[src/pqus_pkg.sv]
package pqus_pkg;

   // Field widths of the request and result beats.
   localparam int OP_W = 2;
   localparam int TAG_W = 16;
   localparam int PRIO_W = 3;
   localparam int STATUS_W = 3;
   localparam int COUNT_W = 6;

   localparam int REQ_FIELDS_W = OP_W + TAG_W + PRIO_W;
   localparam int REQ_TDATA_W = ((REQ_FIELDS_W + 7) / 8) * 8;
   localparam int RSP_FIELDS_W = STATUS_W + TAG_W + PRIO_W + 2 * COUNT_W;
   localparam int RSP_TDATA_W = ((RSP_FIELDS_W + 7) / 8) * 8;
   localparam int RSP_PAD_W = RSP_TDATA_W - RSP_FIELDS_W;

   // Bit positions inside req_tdata.
   localparam int REQ_OP_LSB = 0;
   localparam int REQ_TAG_LSB = REQ_OP_LSB + OP_W;
   localparam int REQ_PRIO_LSB = REQ_TAG_LSB + TAG_W;

   // Bit positions inside rsp_tdata.
   localparam int RSP_STATUS_LSB = 0;
   localparam int RSP_TAG_LSB = RSP_STATUS_LSB + STATUS_W;
   localparam int RSP_PRIO_LSB = RSP_TAG_LSB + TAG_W;
   localparam int RSP_PCOUNT_LSB = RSP_PRIO_LSB + PRIO_W;
   localparam int RSP_CCOUNT_LSB = RSP_PCOUNT_LSB + COUNT_W;

   localparam logic [PRIO_W-1:0] MAX_PRIORITY = 3'd5;

   localparam int DEF_PENDING_DEPTH = 32;
   localparam int DEF_COMPLETED_DEPTH = 32;
   localparam int DEF_TAG_BITS = 16;

   typedef enum logic [OP_W-1:0] {
      OP_ADD     = 2'd0,
      OP_PROCESS = 2'd1,
      OP_UNDO    = 2'd2
   } op_type;

   typedef enum logic [STATUS_W-1:0] {
      ST_OK           = 3'd0,
      ST_DEQUE_EMPTY  = 3'd1,
      ST_STACK_EMPTY  = 3'd2,
      ST_DEQUE_FULL   = 3'd3,
      ST_STACK_FULL   = 3'd4,
      ST_BAD_PRIORITY = 3'd5
   } status_type;

   // Where the entry reported by a result comes from.
   typedef enum logic [1:0] {
      SRC_NONE = 2'd0,
      SRC_REQ  = 2'd1,
      SRC_PEND = 2'd2,
      SRC_COMP = 2'd3
   } src_type;

endpackage

[src/pqus_ram.sv]
module pqus_ram #(
   parameter int DEPTH = 32,
   parameter int WIDTH = 19,
   parameter int AW = 5
) (
   input  logic             clock,
   input  logic             wr_en,
   input  logic [AW-1:0]    wr_addr,
   input  logic [WIDTH-1:0] wr_data,
   input  logic             rd_en,
   input  logic [AW-1:0]    rd_addr,
   output logic [WIDTH-1:0] rd_data
);

   logic [WIDTH-1:0] mem_ff [DEPTH];
   logic [WIDTH-1:0] rd_data_ff;

   always_ff @(posedge clock) begin
      if (wr_en) begin
         mem_ff[wr_addr] <= wr_data;
      end
   end

   // Read returns the contents before a write at the same edge.
   always_ff @(posedge clock) begin
      if (rd_en) begin
         rd_data_ff <= mem_ff[rd_addr];
      end
   end

   assign rd_data = rd_data_ff;

endmodule

[src/pending_queue_with_undo_stack.sv]
// Channel  Direction  Handshake              tdata fields, lowest bit first
// req      in         req_tvalid/req_tready  operation, task_tag, priority_req
// rsp      out        rsp_tvalid/rsp_tready  status, moved_tag, moved_priority,
//                                            pending_count, completed_count
//
// One request beat is taken every cycle while req_tready is high; its result goes
// through the middle stage and the result register to rsp. The occupancy and
// pointer registers are updated at acceptance, the store read happens at that
// edge and the store write one stage later. Reset is synchronous and empties
// both the deque and the stack at once. With rsp_tready low the block still
// takes one more beat, then holds req_tready low until the result register drains.
module pending_queue_with_undo_stack
   import pqus_pkg::*;
#(
   parameter int PENDING_DEPTH = DEF_PENDING_DEPTH,
   parameter int COMPLETED_DEPTH = DEF_COMPLETED_DEPTH,
   parameter int TAG_BITS = DEF_TAG_BITS
) (
   input  logic                   clock,
   input  logic                   reset,
   input  logic                   req_tvalid,
   output logic                   req_tready,
   // operation[1:0], task_tag[17:2], priority_req[20:18], zero fill
   input  logic [REQ_TDATA_W-1:0] req_tdata,
   output logic                   rsp_tvalid,
   input  logic                   rsp_tready,
   // status[2:0], moved_tag[18:3], moved_priority[21:19],
   // pending_count[27:22], completed_count[33:28], zero fill
   output logic [RSP_TDATA_W-1:0] rsp_tdata
);

   localparam int PAW = (PENDING_DEPTH > 1) ? $clog2(PENDING_DEPTH) : 1;
   localparam int PSW = PAW + 1;
   localparam int PCW = $clog2(PENDING_DEPTH + 1);
   localparam int CAW = (COMPLETED_DEPTH > 1) ? $clog2(COMPLETED_DEPTH) : 1;
   localparam int CCW = $clog2(COMPLETED_DEPTH + 1);
   localparam int EW = TAG_BITS + PRIO_W;

   localparam logic [PAW-1:0] PLAST = PAW'(PENDING_DEPTH - 1);
   localparam logic [PCW-1:0] PFULL = PCW'(PENDING_DEPTH);
   localparam logic [PSW-1:0] PWRAP = PSW'(PENDING_DEPTH);
   localparam logic [CCW-1:0] CFULL = CCW'(COMPLETED_DEPTH);

   // Architectural state.
   logic [PAW-1:0] head_ff, head_in;
   logic [PCW-1:0] pocc_ff, pocc_in;
   logic [CCW-1:0] cocc_ff, cocc_in;

   // Decision for the beat at the input.
   op_type            op;
   logic [31:0]       tag_wide;
   logic [TAG_BITS-1:0] in_tag;
   logic [PRIO_W-1:0] in_prio;
   status_type        d_status;
   src_type           d_src;
   logic              d_pend_we;
   logic [PAW-1:0]    d_pend_waddr;
   logic              d_comp_we;
   logic [CAW-1:0]    d_comp_waddr;
   logic [PSW-1:0]    tail_sum;
   logic [PAW-1:0]    tail;
   logic [PAW-1:0]    head_inc;
   logic [PAW-1:0]    head_dec;
   logic [CAW-1:0]    comp_raddr;
   logic              fwd_hit;
   logic              accept;

   // Middle stage: the decided beat waits here for its store read data.
   logic              b_valid_ff, b_valid_in;
   status_type        b_status_ff;
   src_type           b_src_ff;
   logic [EW-1:0]     b_req_entry_ff;
   logic              b_pend_we_ff;
   logic [PAW-1:0]    b_pend_waddr_ff;
   logic              b_comp_we_ff;
   logic [CAW-1:0]    b_comp_waddr_ff;
   logic              b_fwd_ff;
   logic [EW-1:0]     b_fwd_data_ff;
   logic [PCW-1:0]    b_pocc_ff;
   logic [CCW-1:0]    b_cocc_ff;
   logic              b_adv;
   logic [EW-1:0]     b_read_val;
   logic [EW-1:0]     b_moved;

   logic [EW-1:0]     pend_rd_data;
   logic [EW-1:0]     comp_rd_data;

   // Result register.
   logic                   o_valid_ff, o_valid_in;
   logic [RSP_TDATA_W-1:0] o_data_ff;
   logic [RSP_TDATA_W-1:0] o_data_in;
   logic [31:0]            out_tag_wide;
   logic [31:0]            out_pcount_wide;
   logic [31:0]            out_ccount_wide;
   logic [TAG_BITS-1:0]    moved_tag_trim;

   assign op = op_type'(req_tdata[REQ_OP_LSB +: OP_W]);
   assign tag_wide = 32'(req_tdata[REQ_TAG_LSB +: TAG_W]);
   assign in_tag = tag_wide[TAG_BITS-1:0];
   assign in_prio = req_tdata[REQ_PRIO_LSB +: PRIO_W];

   assign tail_sum = PSW'(head_ff) + PSW'(pocc_ff);
   assign tail = (tail_sum >= PWRAP) ? PAW'(tail_sum - PWRAP) : PAW'(tail_sum);
   assign head_inc = (head_ff == PLAST) ? '0 : head_ff + PAW'(1);
   assign head_dec = (head_ff == '0) ? PLAST : head_ff - PAW'(1);
   assign comp_raddr = CAW'(cocc_ff - CCW'(1));

   always_comb begin
      d_status = ST_OK;
      d_src = SRC_NONE;
      d_pend_we = 1'b0;
      d_pend_waddr = tail;
      d_comp_we = 1'b0;
      d_comp_waddr = CAW'(cocc_ff);
      head_in = head_ff;
      pocc_in = pocc_ff;
      cocc_in = cocc_ff;
      case (op)
         OP_ADD: begin
            if (in_prio > MAX_PRIORITY) begin
               d_status = ST_BAD_PRIORITY;
            end else if (pocc_ff == PFULL) begin
               d_status = ST_DEQUE_FULL;
            end else begin
               d_src = SRC_REQ;
               d_pend_we = 1'b1;
               pocc_in = pocc_ff + PCW'(1);
            end
         end
         OP_PROCESS: begin
            if (pocc_ff == '0) begin
               d_status = ST_DEQUE_EMPTY;
            end else if (cocc_ff == CFULL) begin
               d_status = ST_STACK_FULL;
            end else begin
               d_src = SRC_PEND;
               d_comp_we = 1'b1;
               head_in = head_inc;
               pocc_in = pocc_ff - PCW'(1);
               cocc_in = cocc_ff + CCW'(1);
            end
         end
         OP_UNDO: begin
            if (cocc_ff == '0) begin
               d_status = ST_STACK_EMPTY;
            end else if (pocc_ff == PFULL) begin
               d_status = ST_DEQUE_FULL;
            end else begin
               d_src = SRC_COMP;
               d_pend_we = 1'b1;
               d_pend_waddr = head_dec;
               head_in = head_dec;
               pocc_in = pocc_ff + PCW'(1);
               cocc_in = cocc_ff - CCW'(1);
            end
         end
         default: begin
            d_status = ST_OK;
         end
      endcase
   end

   // The middle stage moves on when the result register is free or draining.
   assign b_adv = b_valid_ff && (!o_valid_ff || rsp_tready);
   assign req_tready = !b_valid_ff || b_adv;
   assign accept = req_tvalid && req_tready;

   // The write of the beat leaving the middle stage lands at the same edge as
   // this read, so a matching address takes the data straight across.
   always_comb begin
      fwd_hit = 1'b0;
      if (b_adv) begin
         if (d_src == SRC_PEND) begin
            fwd_hit = b_pend_we_ff && (b_pend_waddr_ff == head_ff);
         end else if (d_src == SRC_COMP) begin
            fwd_hit = b_comp_we_ff && (b_comp_waddr_ff == comp_raddr);
         end
      end
   end

   always_comb begin
      b_read_val = (b_src_ff == SRC_PEND) ? pend_rd_data : comp_rd_data;
      if (b_fwd_ff) begin
         b_read_val = b_fwd_data_ff;
      end
      case (b_src_ff)
         SRC_NONE: b_moved = '0;
         SRC_REQ:  b_moved = b_req_entry_ff;
         SRC_PEND: b_moved = b_read_val;
         SRC_COMP: b_moved = b_read_val;
         default:  b_moved = '0;
      endcase
   end

   pqus_ram #(
      .DEPTH(PENDING_DEPTH),
      .WIDTH(EW),
      .AW(PAW)
   ) u_pending_ram (
      .clock  (clock),
      .wr_en  (b_adv && b_pend_we_ff),
      .wr_addr(b_pend_waddr_ff),
      .wr_data(b_moved),
      .rd_en  (accept),
      .rd_addr(head_ff),
      .rd_data(pend_rd_data)
   );

   pqus_ram #(
      .DEPTH(COMPLETED_DEPTH),
      .WIDTH(EW),
      .AW(CAW)
   ) u_completed_ram (
      .clock  (clock),
      .wr_en  (b_adv && b_comp_we_ff),
      .wr_addr(b_comp_waddr_ff),
      .wr_data(b_moved),
      .rd_en  (accept),
      .rd_addr(comp_raddr),
      .rd_data(comp_rd_data)
   );

   always_comb begin
      b_valid_in = b_valid_ff;
      if (accept) begin
         b_valid_in = 1'b1;
      end else if (b_adv) begin
         b_valid_in = 1'b0;
      end
   end

   always_ff @(posedge clock) begin
      if (reset) begin
         head_ff <= '0;
         pocc_ff <= '0;
         cocc_ff <= '0;
         b_valid_ff <= 1'b0;
      end else begin
         b_valid_ff <= b_valid_in;
         if (accept) begin
            head_ff <= head_in;
            pocc_ff <= pocc_in;
            cocc_ff <= cocc_in;
         end
      end
   end

   always_ff @(posedge clock) begin
      if (accept) begin
         b_status_ff <= d_status;
         b_src_ff <= d_src;
         b_req_entry_ff <= {in_prio, in_tag};
         b_pend_we_ff <= d_pend_we;
         b_pend_waddr_ff <= d_pend_waddr;
         b_comp_we_ff <= d_comp_we;
         b_comp_waddr_ff <= d_comp_waddr;
         b_fwd_ff <= fwd_hit;
         b_fwd_data_ff <= b_moved;
         b_pocc_ff <= pocc_in;
         b_cocc_ff <= cocc_in;
      end
   end

   assign moved_tag_trim = b_moved[TAG_BITS-1:0];
   assign out_tag_wide = 32'(moved_tag_trim);
   assign out_pcount_wide = 32'(b_pocc_ff);
   assign out_ccount_wide = 32'(b_cocc_ff);

   always_comb begin
      o_data_in = {
         {RSP_PAD_W{1'b0}},
         out_ccount_wide[COUNT_W-1:0],
         out_pcount_wide[COUNT_W-1:0],
         b_moved[EW-1:TAG_BITS],
         out_tag_wide[TAG_W-1:0],
         b_status_ff
      };
   end

   always_comb begin
      o_valid_in = o_valid_ff;
      if (b_adv) begin
         o_valid_in = 1'b1;
      end else if (rsp_tready) begin
         o_valid_in = 1'b0;
      end
   end

   always_ff @(posedge clock) begin
      if (reset) begin
         o_valid_ff <= 1'b0;
      end else begin
         o_valid_ff <= o_valid_in;
      end
   end

   always_ff @(posedge clock) begin
      if (b_adv) begin
         o_data_ff <= o_data_in;
      end
   end

   assign rsp_tvalid = o_valid_ff;
   assign rsp_tdata = o_data_ff;

endmodule

[config.mk]
export PLATFORM = sky130hd
export DESIGN_NAME = pending_queue_with_undo_stack
export DESIGN_NICKNAME = d
export VERILOG_FILES = /design/src/pqus_pkg.sv /design/src/pqus_ram.sv /design/src/pending_queue_with_undo_stack.sv
export SDC_FILE = /design/constraint.sdc
export NUM_CORES = 1
export LEC_CHECK = 0
export BUFFER_PORTS_ARGS = -buffer_cell sky130_fd_sc_hd__buf_2
export CORE_UTILIZATION = 40
export DETAILED_ROUTE_END_ITERATION = 8
export REMOVE_ABC_BUFFERS = 1
export SYNTH_ARGS = -nofsm -noshare
export SYNTH_HDL_FRONTEND = slang
export SYNTH_SLANG_ARGS = --single-unit
[constraint.sdc]
create_clock -name clock -period 12.7 [get_ports clock]
set_input_delay 0.635 -clock clock [delete_from_list [all_inputs] [get_ports clock]]
set_output_delay 0.635 -clock clock [all_outputs]
set_load 0.05 [all_outputs]
; ---- Word-level counts from Yosys, hierarchy flattened
; Memories as Yosys holds them, arrays and structs flattened. A register that Yosys moved wholly into a read port is not among the register bits.
; Index checks and enable logic that the tools add are counted.
[op_classes]
n_mux = 53
magnitude_cmp = 2
add_sub_neg = 8
bitwise = 1
eq_ne = 16
n_reduce_logical = 21
[ops]
columns = op, count
row1 = $pmux W19 S3, 1
row2 = $mux W6, 9
row3 = $mux W5, 10
row4 = $mux W19, 2
row5 = $pmux W6 S3, 1
row6 = $mux W1, 16
row7 = $add A6 B1 Y6 const B, 2
row8 = $eq A6 B6 Y1 const B, 2
row9 = $logic_not A6 Y1, 2
row10 = $mux W2, 6
row11 = $pmux W6 S2, 1
row12 = $sub A6 B1 Y6 const B, 2
row13 = $eq A2 B2 Y1 const B, 5
row14 = $eq A5 B5 Y1, 2
row15 = $pmux W5 S2, 1
row16 = $sub A5 B1 Y5 const B, 2
row17 = $mux W3, 3
row18 = $pmux W3 S3, 1
row19 = $ne A2 B2 Y1 const B, 4
row20 = $add A5 B6 Y6, 1
row21 = $ge A6 B6 Y1 const B, 1
row22 = $logic_and A1 B1 Y1, 6
row23 = $pmux W2 S3, 1
row24 = $reduce_and A6 Y1, 1
row25 = other kinds (12), 19
[word_totals]
reg_bits = 121
wordCells = 120
memories = 2
mem_bits_rw = 1216
output_inout_bits = 42
[mem_list]
columns = memory, words, word_bits, rd, rd_ports_with_merged_regs, wr, line_no
row1 = u_completed_ram.mem_ff, 32, 19, 1, 1, 1, pqus_ram.sv:15  ; logic [WIDTH-1:0] mem_ff [DEPTH];
row2 = u_pending_ram.mem_ff, 32, 19, 1, 1, 1, pqus_ram.sv:15

; ---- Longest topological paths before layout
[logic_depth]
ltp_word = 7
depth_mapped = 12

; ---- By module
; A second synthesis with hierarchy kept.
[unflattened]
cells_unflattened = 3210
hier_area_um2 = 54917.7
[by_module_without_submodules]
columns = mod, n_inst, area_per_inst_um2, cells_per_inst
row1 = pqus_ram, 2, 24435.9, 1346
row2 = pending_queue_with_undo_stack, 1, 6045.8, 518

; ---- Least setup slack after synthesis
; Ideal clock, no wire load.
[synth_timing]
path_kind = input to register
startpoint = in rsp_tready
endpoint = reg head_ff[3]
path_slack_ps = 7446
path_buffers = 1
cell_stages = 6
t_required_ps = 12601
t_arrival_ps = 5155
cell_sequence = nand3b_1 -> nand2_1 -> inv_1 -> clkbuf_1 -> o211ai_1 -> o32ai_1
[synth_between]
elab_chain_len = 5
[synth_rtl]
columns = item, line_no
row1 = "start, declared", pending_queue_with_undo_stack.sv:26  ; input logic rsp_tready,
row2 = $logic_or A1 B1 Y1, pending_queue_with_undo_stack.sv:164  ; assign b_adv = b_valid_ff && (!o_valid_ff || rsp_tready);
row3 = $logic_and A1 B1 Y1, pending_queue_with_undo_stack.sv:164
row4 = $logic_or A1 B1 Y1, pending_queue_with_undo_stack.sv:165  ; assign req_tready = !b_valid_ff || b_adv;
row5 = $logic_and A1 B1 Y1, pending_queue_with_undo_stack.sv:166  ; assign accept = req_tvalid && req_tready;
row6 = net accept, pending_queue_with_undo_stack.sv:66  ; logic accept;
row7 = $reduce_and A6 Y1 (no source line), n/a
row8 = "end signal, assigned", pending_queue_with_undo_stack.sv:241  ; head_ff <= head_in;
row9 = "end, declared", pending_queue_with_undo_stack.sv:45  ; logic [PAW-1:0] head_ff, head_in;
; The timed path passes the listed nets, and every way through them passes these cells.
; A chain may end at the register's enable or synchronous reset.

; ---- Worst setup path after layout
[layout_timing]
startpoint = reg cocc_ff[0]
endpoint = reg u_completed_ram.rd_data_ff[8], in the netlist u_completed_ram.rd_data[8], read port of u_completed_ram.mem_ff (data pin)
[layout_between]
elab_chain_len = 1
[layout_rtl]
columns = item, line_no
row1 = "start, declared", pending_queue_with_undo_stack.sv:47  ; logic [CCW-1:0] cocc_ff, cocc_in;
row2 = "start signal, assigned", pending_queue_with_undo_stack.sv:243  ; cocc_ff <= cocc_in;
row3 = $sub A6 B1 Y6, n/a
row4 = "end, declared", pqus_ram.sv:16  ; logic [WIDTH-1:0] rd_data_ff;
; Every way passes these cells.

==> run_results.csv <==
group,metric,value,unit
setup_path,r2r_setup_slack,8.07,ns
clocking,clockBufferDepth,3,
clocking,cts_root_buf,"clkbuf_16",
setup_path,cp-end-kind,"register",
global_routing,grt_max_degree,76,
placement,pre_cts_ws,7.94,ns
detailed_routing,ant_nets,0,
global_routing,grt_pass1_wl,181,mm
finish,drive_above_1_share,30.7,%
clocking,htreeDepth,4,
global_routing,grt_overflow,0,
detailed_routing,viasPerCell,5.63,
logic_synthesis,async_flop_share,0,%
logic_synthesis,synthesis.area,53800,µm²
power,p_leak,18.8,nW
timing,slew_headroom,12.1,%
min_path,min_path_type,"input port to register",
detailed_routing,drt_iter0_drc,2567,
logic_synthesis,synth_warnings,0,
setup_path,crit_chain,"buf_4, buf_4, mux4_2, mux2_2, o22ai_1, nor2_1",
logic_synthesis,synth-seq-cells,1375,
timing,max_freq,216,MHz
clocking,post_cts_buffers,0,
global_routing,antenna_found_initial,1,
setup_path,max_stage_delay,0.93,ns
die,rows,134,
timing,rsz0062_at_grt,"no",
finish,final_area,61000,µm²
timing,post-route-period-util,36.5,%
power,p_total,9.84,mW
logic_synthesis,synth_flop_cell,"edfxtp_1",
detailed_routing,vias,25600,
detailed_routing,routedWlPerCell,27.5,µm
finish,syn2layout_area_growth,13.5,%
timing,fin_ws,8.07,ns
detailed_routing,drcViolationCount,0,
global_routing,grt_pass1_vias,26400,
setup_path,cpMostUsedCell,"buf_4",
detailed_routing,wl,125,mm
placement,gp_congestion,0.840,
setup_path,worst-path-buf-inv,2,
timing,skew,0.0236,ns
clocking,cts_tree,"done",
timing,setup_viol,0,
setup_path,crit_path_top_delay_cell,"buf_4",
status,status,"finished clean",
global_routing,grt_use_total,18.5,%
power,powerDensity,161,nW/µm²
die,die-height,369,µm
logic_synthesis,synth_edf_count,1356,
finish,final_net_count,2715,
placement,post_dp_cell_area,56600,µm²
clocking,worstSkewPairLatency,0.75,ns
timing,fin_crit,4.63,ns
setup_path,path_max_fanout,51,
setup_path,crit_type,"register to register",
logic_synthesis,syn_inst,2527,
placement,portBuffers,60,
timing,worstMarginPinSlew,1.32,ns
power,peakVddDrop,132,µV
die,ios,70,
timing,tns,0,ns
setup_path,cp.required,13.15,ns
placement,dp_cells,4298,
logic_synthesis,synth.avg_cell_area,21.3,µm²
die,design.die.area,136000,µm²
clocking,cts.reportedPaths.clkPinSlew,0.07,ns
die,die_w,369,µm
timing,hold_viol_final,0,
logic_synthesis,ys_seq_area_share,76.5,%
die,core,133000,µm²
die,start_util,40.3,%
setup_path,cp_top_family,"buffers and inverters",
logic_synthesis,yosysUniqueCellTypes,72,
clocking,cts_resized,0,
flow_run,maxCapViolations,0,
placement,hpwlAfterDp,70.3,mm
clocking,numCtsBuffers,138,
clocking,clkSinkCount,1375,
setup_path,startpoint_type,"register",
timing,holdWs,0.0574,ns
timing,maxSlewViolCount,0,
finish,final_util,45.7,%
detailed_routing,dr.pass1.iters,7,
clocking,cts_hold_buf,0,
setup_path,cp.arrival,5.08,ns
finish,fin_cells,4545,
flip-flops by register name, indices dropped and copies added, names as in the netlist:
name,flops
b_cocc_ff,6
b_comp_waddr_ff,5
b_comp_we_ff,1
b_fwd_data_ff,19
b_fwd_ff,1
b_pend_waddr_ff,5
b_pend_we_ff,1
b_pocc_ff,6
b_req_entry_ff,19
b_src_ff,2
b_status_ff,3
b_valid_ff,1
cocc_ff,6
head_ff,5
pocc_ff,6
rsp_tdata,34
rsp_tvalid,1
u_completed_ram.mem_ff,608
u_completed_ram.rd_data,19
u_pending_ram.mem_ff,608
u_pending_ram.rd_data,19
Yosys cell counts, types with 3 or more instances:
cell type	n	area share, %
a21oi_1	18	0.17
buf_4	13	0.18
clkbuf_1	77	0.54
a311oi_1	4	0.065
o22ai_1	41	0.48
nand3b_1	5	0.070
xor2_1	10	0.16
mux2_2	78	1.6
dfxtp_1	19	0.71
xnor2_1	9	0.15
a22o_1	17	0.28
buf_2	36	0.34
nand3_1	14	0.13
o21a_1	20	0.28
mux2i_1	59	1.1
nor3_1	12	0.11
o211ai_1	4	0.056
inv_1	21	0.15
or3b_2	5	0.081
mux4_2	323	14
and2_1	3	0.035
a22oi_1	25	0.35
edfxtp_1	1356	76
nor3b_1	5	0.070
nand2_1	61	0.43
or3_1	3	0.035
a32o_1	3	0.056
a31oi_1	5	0.058
o21ai_0	41	0.38
o31ai_1	5	0.070
a211oi_1	8	0.11
nand4_1	4	0.047
nand2b_1	9	0.10
ha_1	16	0.37
nor2_1	121	0.84
o32ai_1	3	0.049
or2_2	4	0.047
buf_1	21	0.15
and3_1	4	0.047
nor4_1	4	0.047
placed cells by master, fill, tap and decap left out, drive strengths merged, types with 6 or more instances in the layout:
| cell type | instances |
|---|---|
| a211oi | 8 |
| a21oi | 18 |
| a22o | 17 |
| a22oi | 25 |
| buf | 147 |
| bufinv | 10 |
| clkbuf | 160 |
| clkinv | 59 |
| clkinvlp | 7 |
| conb | 6 |
| dfxtp | 19 |
| edfxtp | 1356 |
| ha | 16 |
| inv | 32 |
| mux2 | 78 |
| mux2i | 59 |
| mux4 | 323 |
| nand2 | 61 |
| nand2b | 9 |
| nand3 | 14 |
| nor2 | 122 |
| nor3 | 12 |
| o21a | 20 |
| o21ai | 42 |
| o22ai | 42 |
| xnor2 | 10 |
| xor2 | 10 |
report_power, final:
part	switching (mW)	internal [mW]
logic	0.477	0.239
clock network	1.71	2.23
registers	0.0387	5.15
cell type report:
cell class,count,area [µm²]
Sequential cell,1375,41100
Timing Repair Buffer,147,953
Multi-Input combinational cell,986,12300
Antenna cell,1,2.50
Fill cell,11200,72500
Clock buffer,160,3560
Inverter,22,85.1
Clock inverter,86,801
Tap cell,1768,2210
per-layer routing:
layer  track usage [%]  share of wire [%]  vias up
met1              26.2                 43    13600
li1                  -                  -    10800
met2              29.4                 48      957
met3              3.17                6.8      181
met5                 0                  0        -
met4              5.59                2.5        0
worst paths after layout:
path / startpoint / endpoint / depth (start not counted)
worst min register to register: b_pocc_ff[1] / rsp_tdata[23] / 0
worst min-delay path: req_tdata[7] / b_req_entry_ff[5] / 1
worst max-delay path: cocc_ff[0] / u_completed_ram.rd_data[8] / 6
worst max register to register: cocc_ff[0] / u_completed_ram.rd_data[8] / 6
logic make-up (layout without fill, tap and decap cells):
family	Yosys count	count (layout)	share of synthesized area, %
multiplexers	460	460	16.3
flip-flops	1375	1375	76.5
buffers and inverters	171	415	1.40
XOR/XNOR	20	20	0.340
AO/OA/AOI/OAI	219	219	2.88
adder cells (fa/ha/maj)	17	17	0.410
AND/OR/NAND/NOR	264	264	2.24
other	1	7	0.00698
Note: power is estimated with default switching activity, not from simulation.
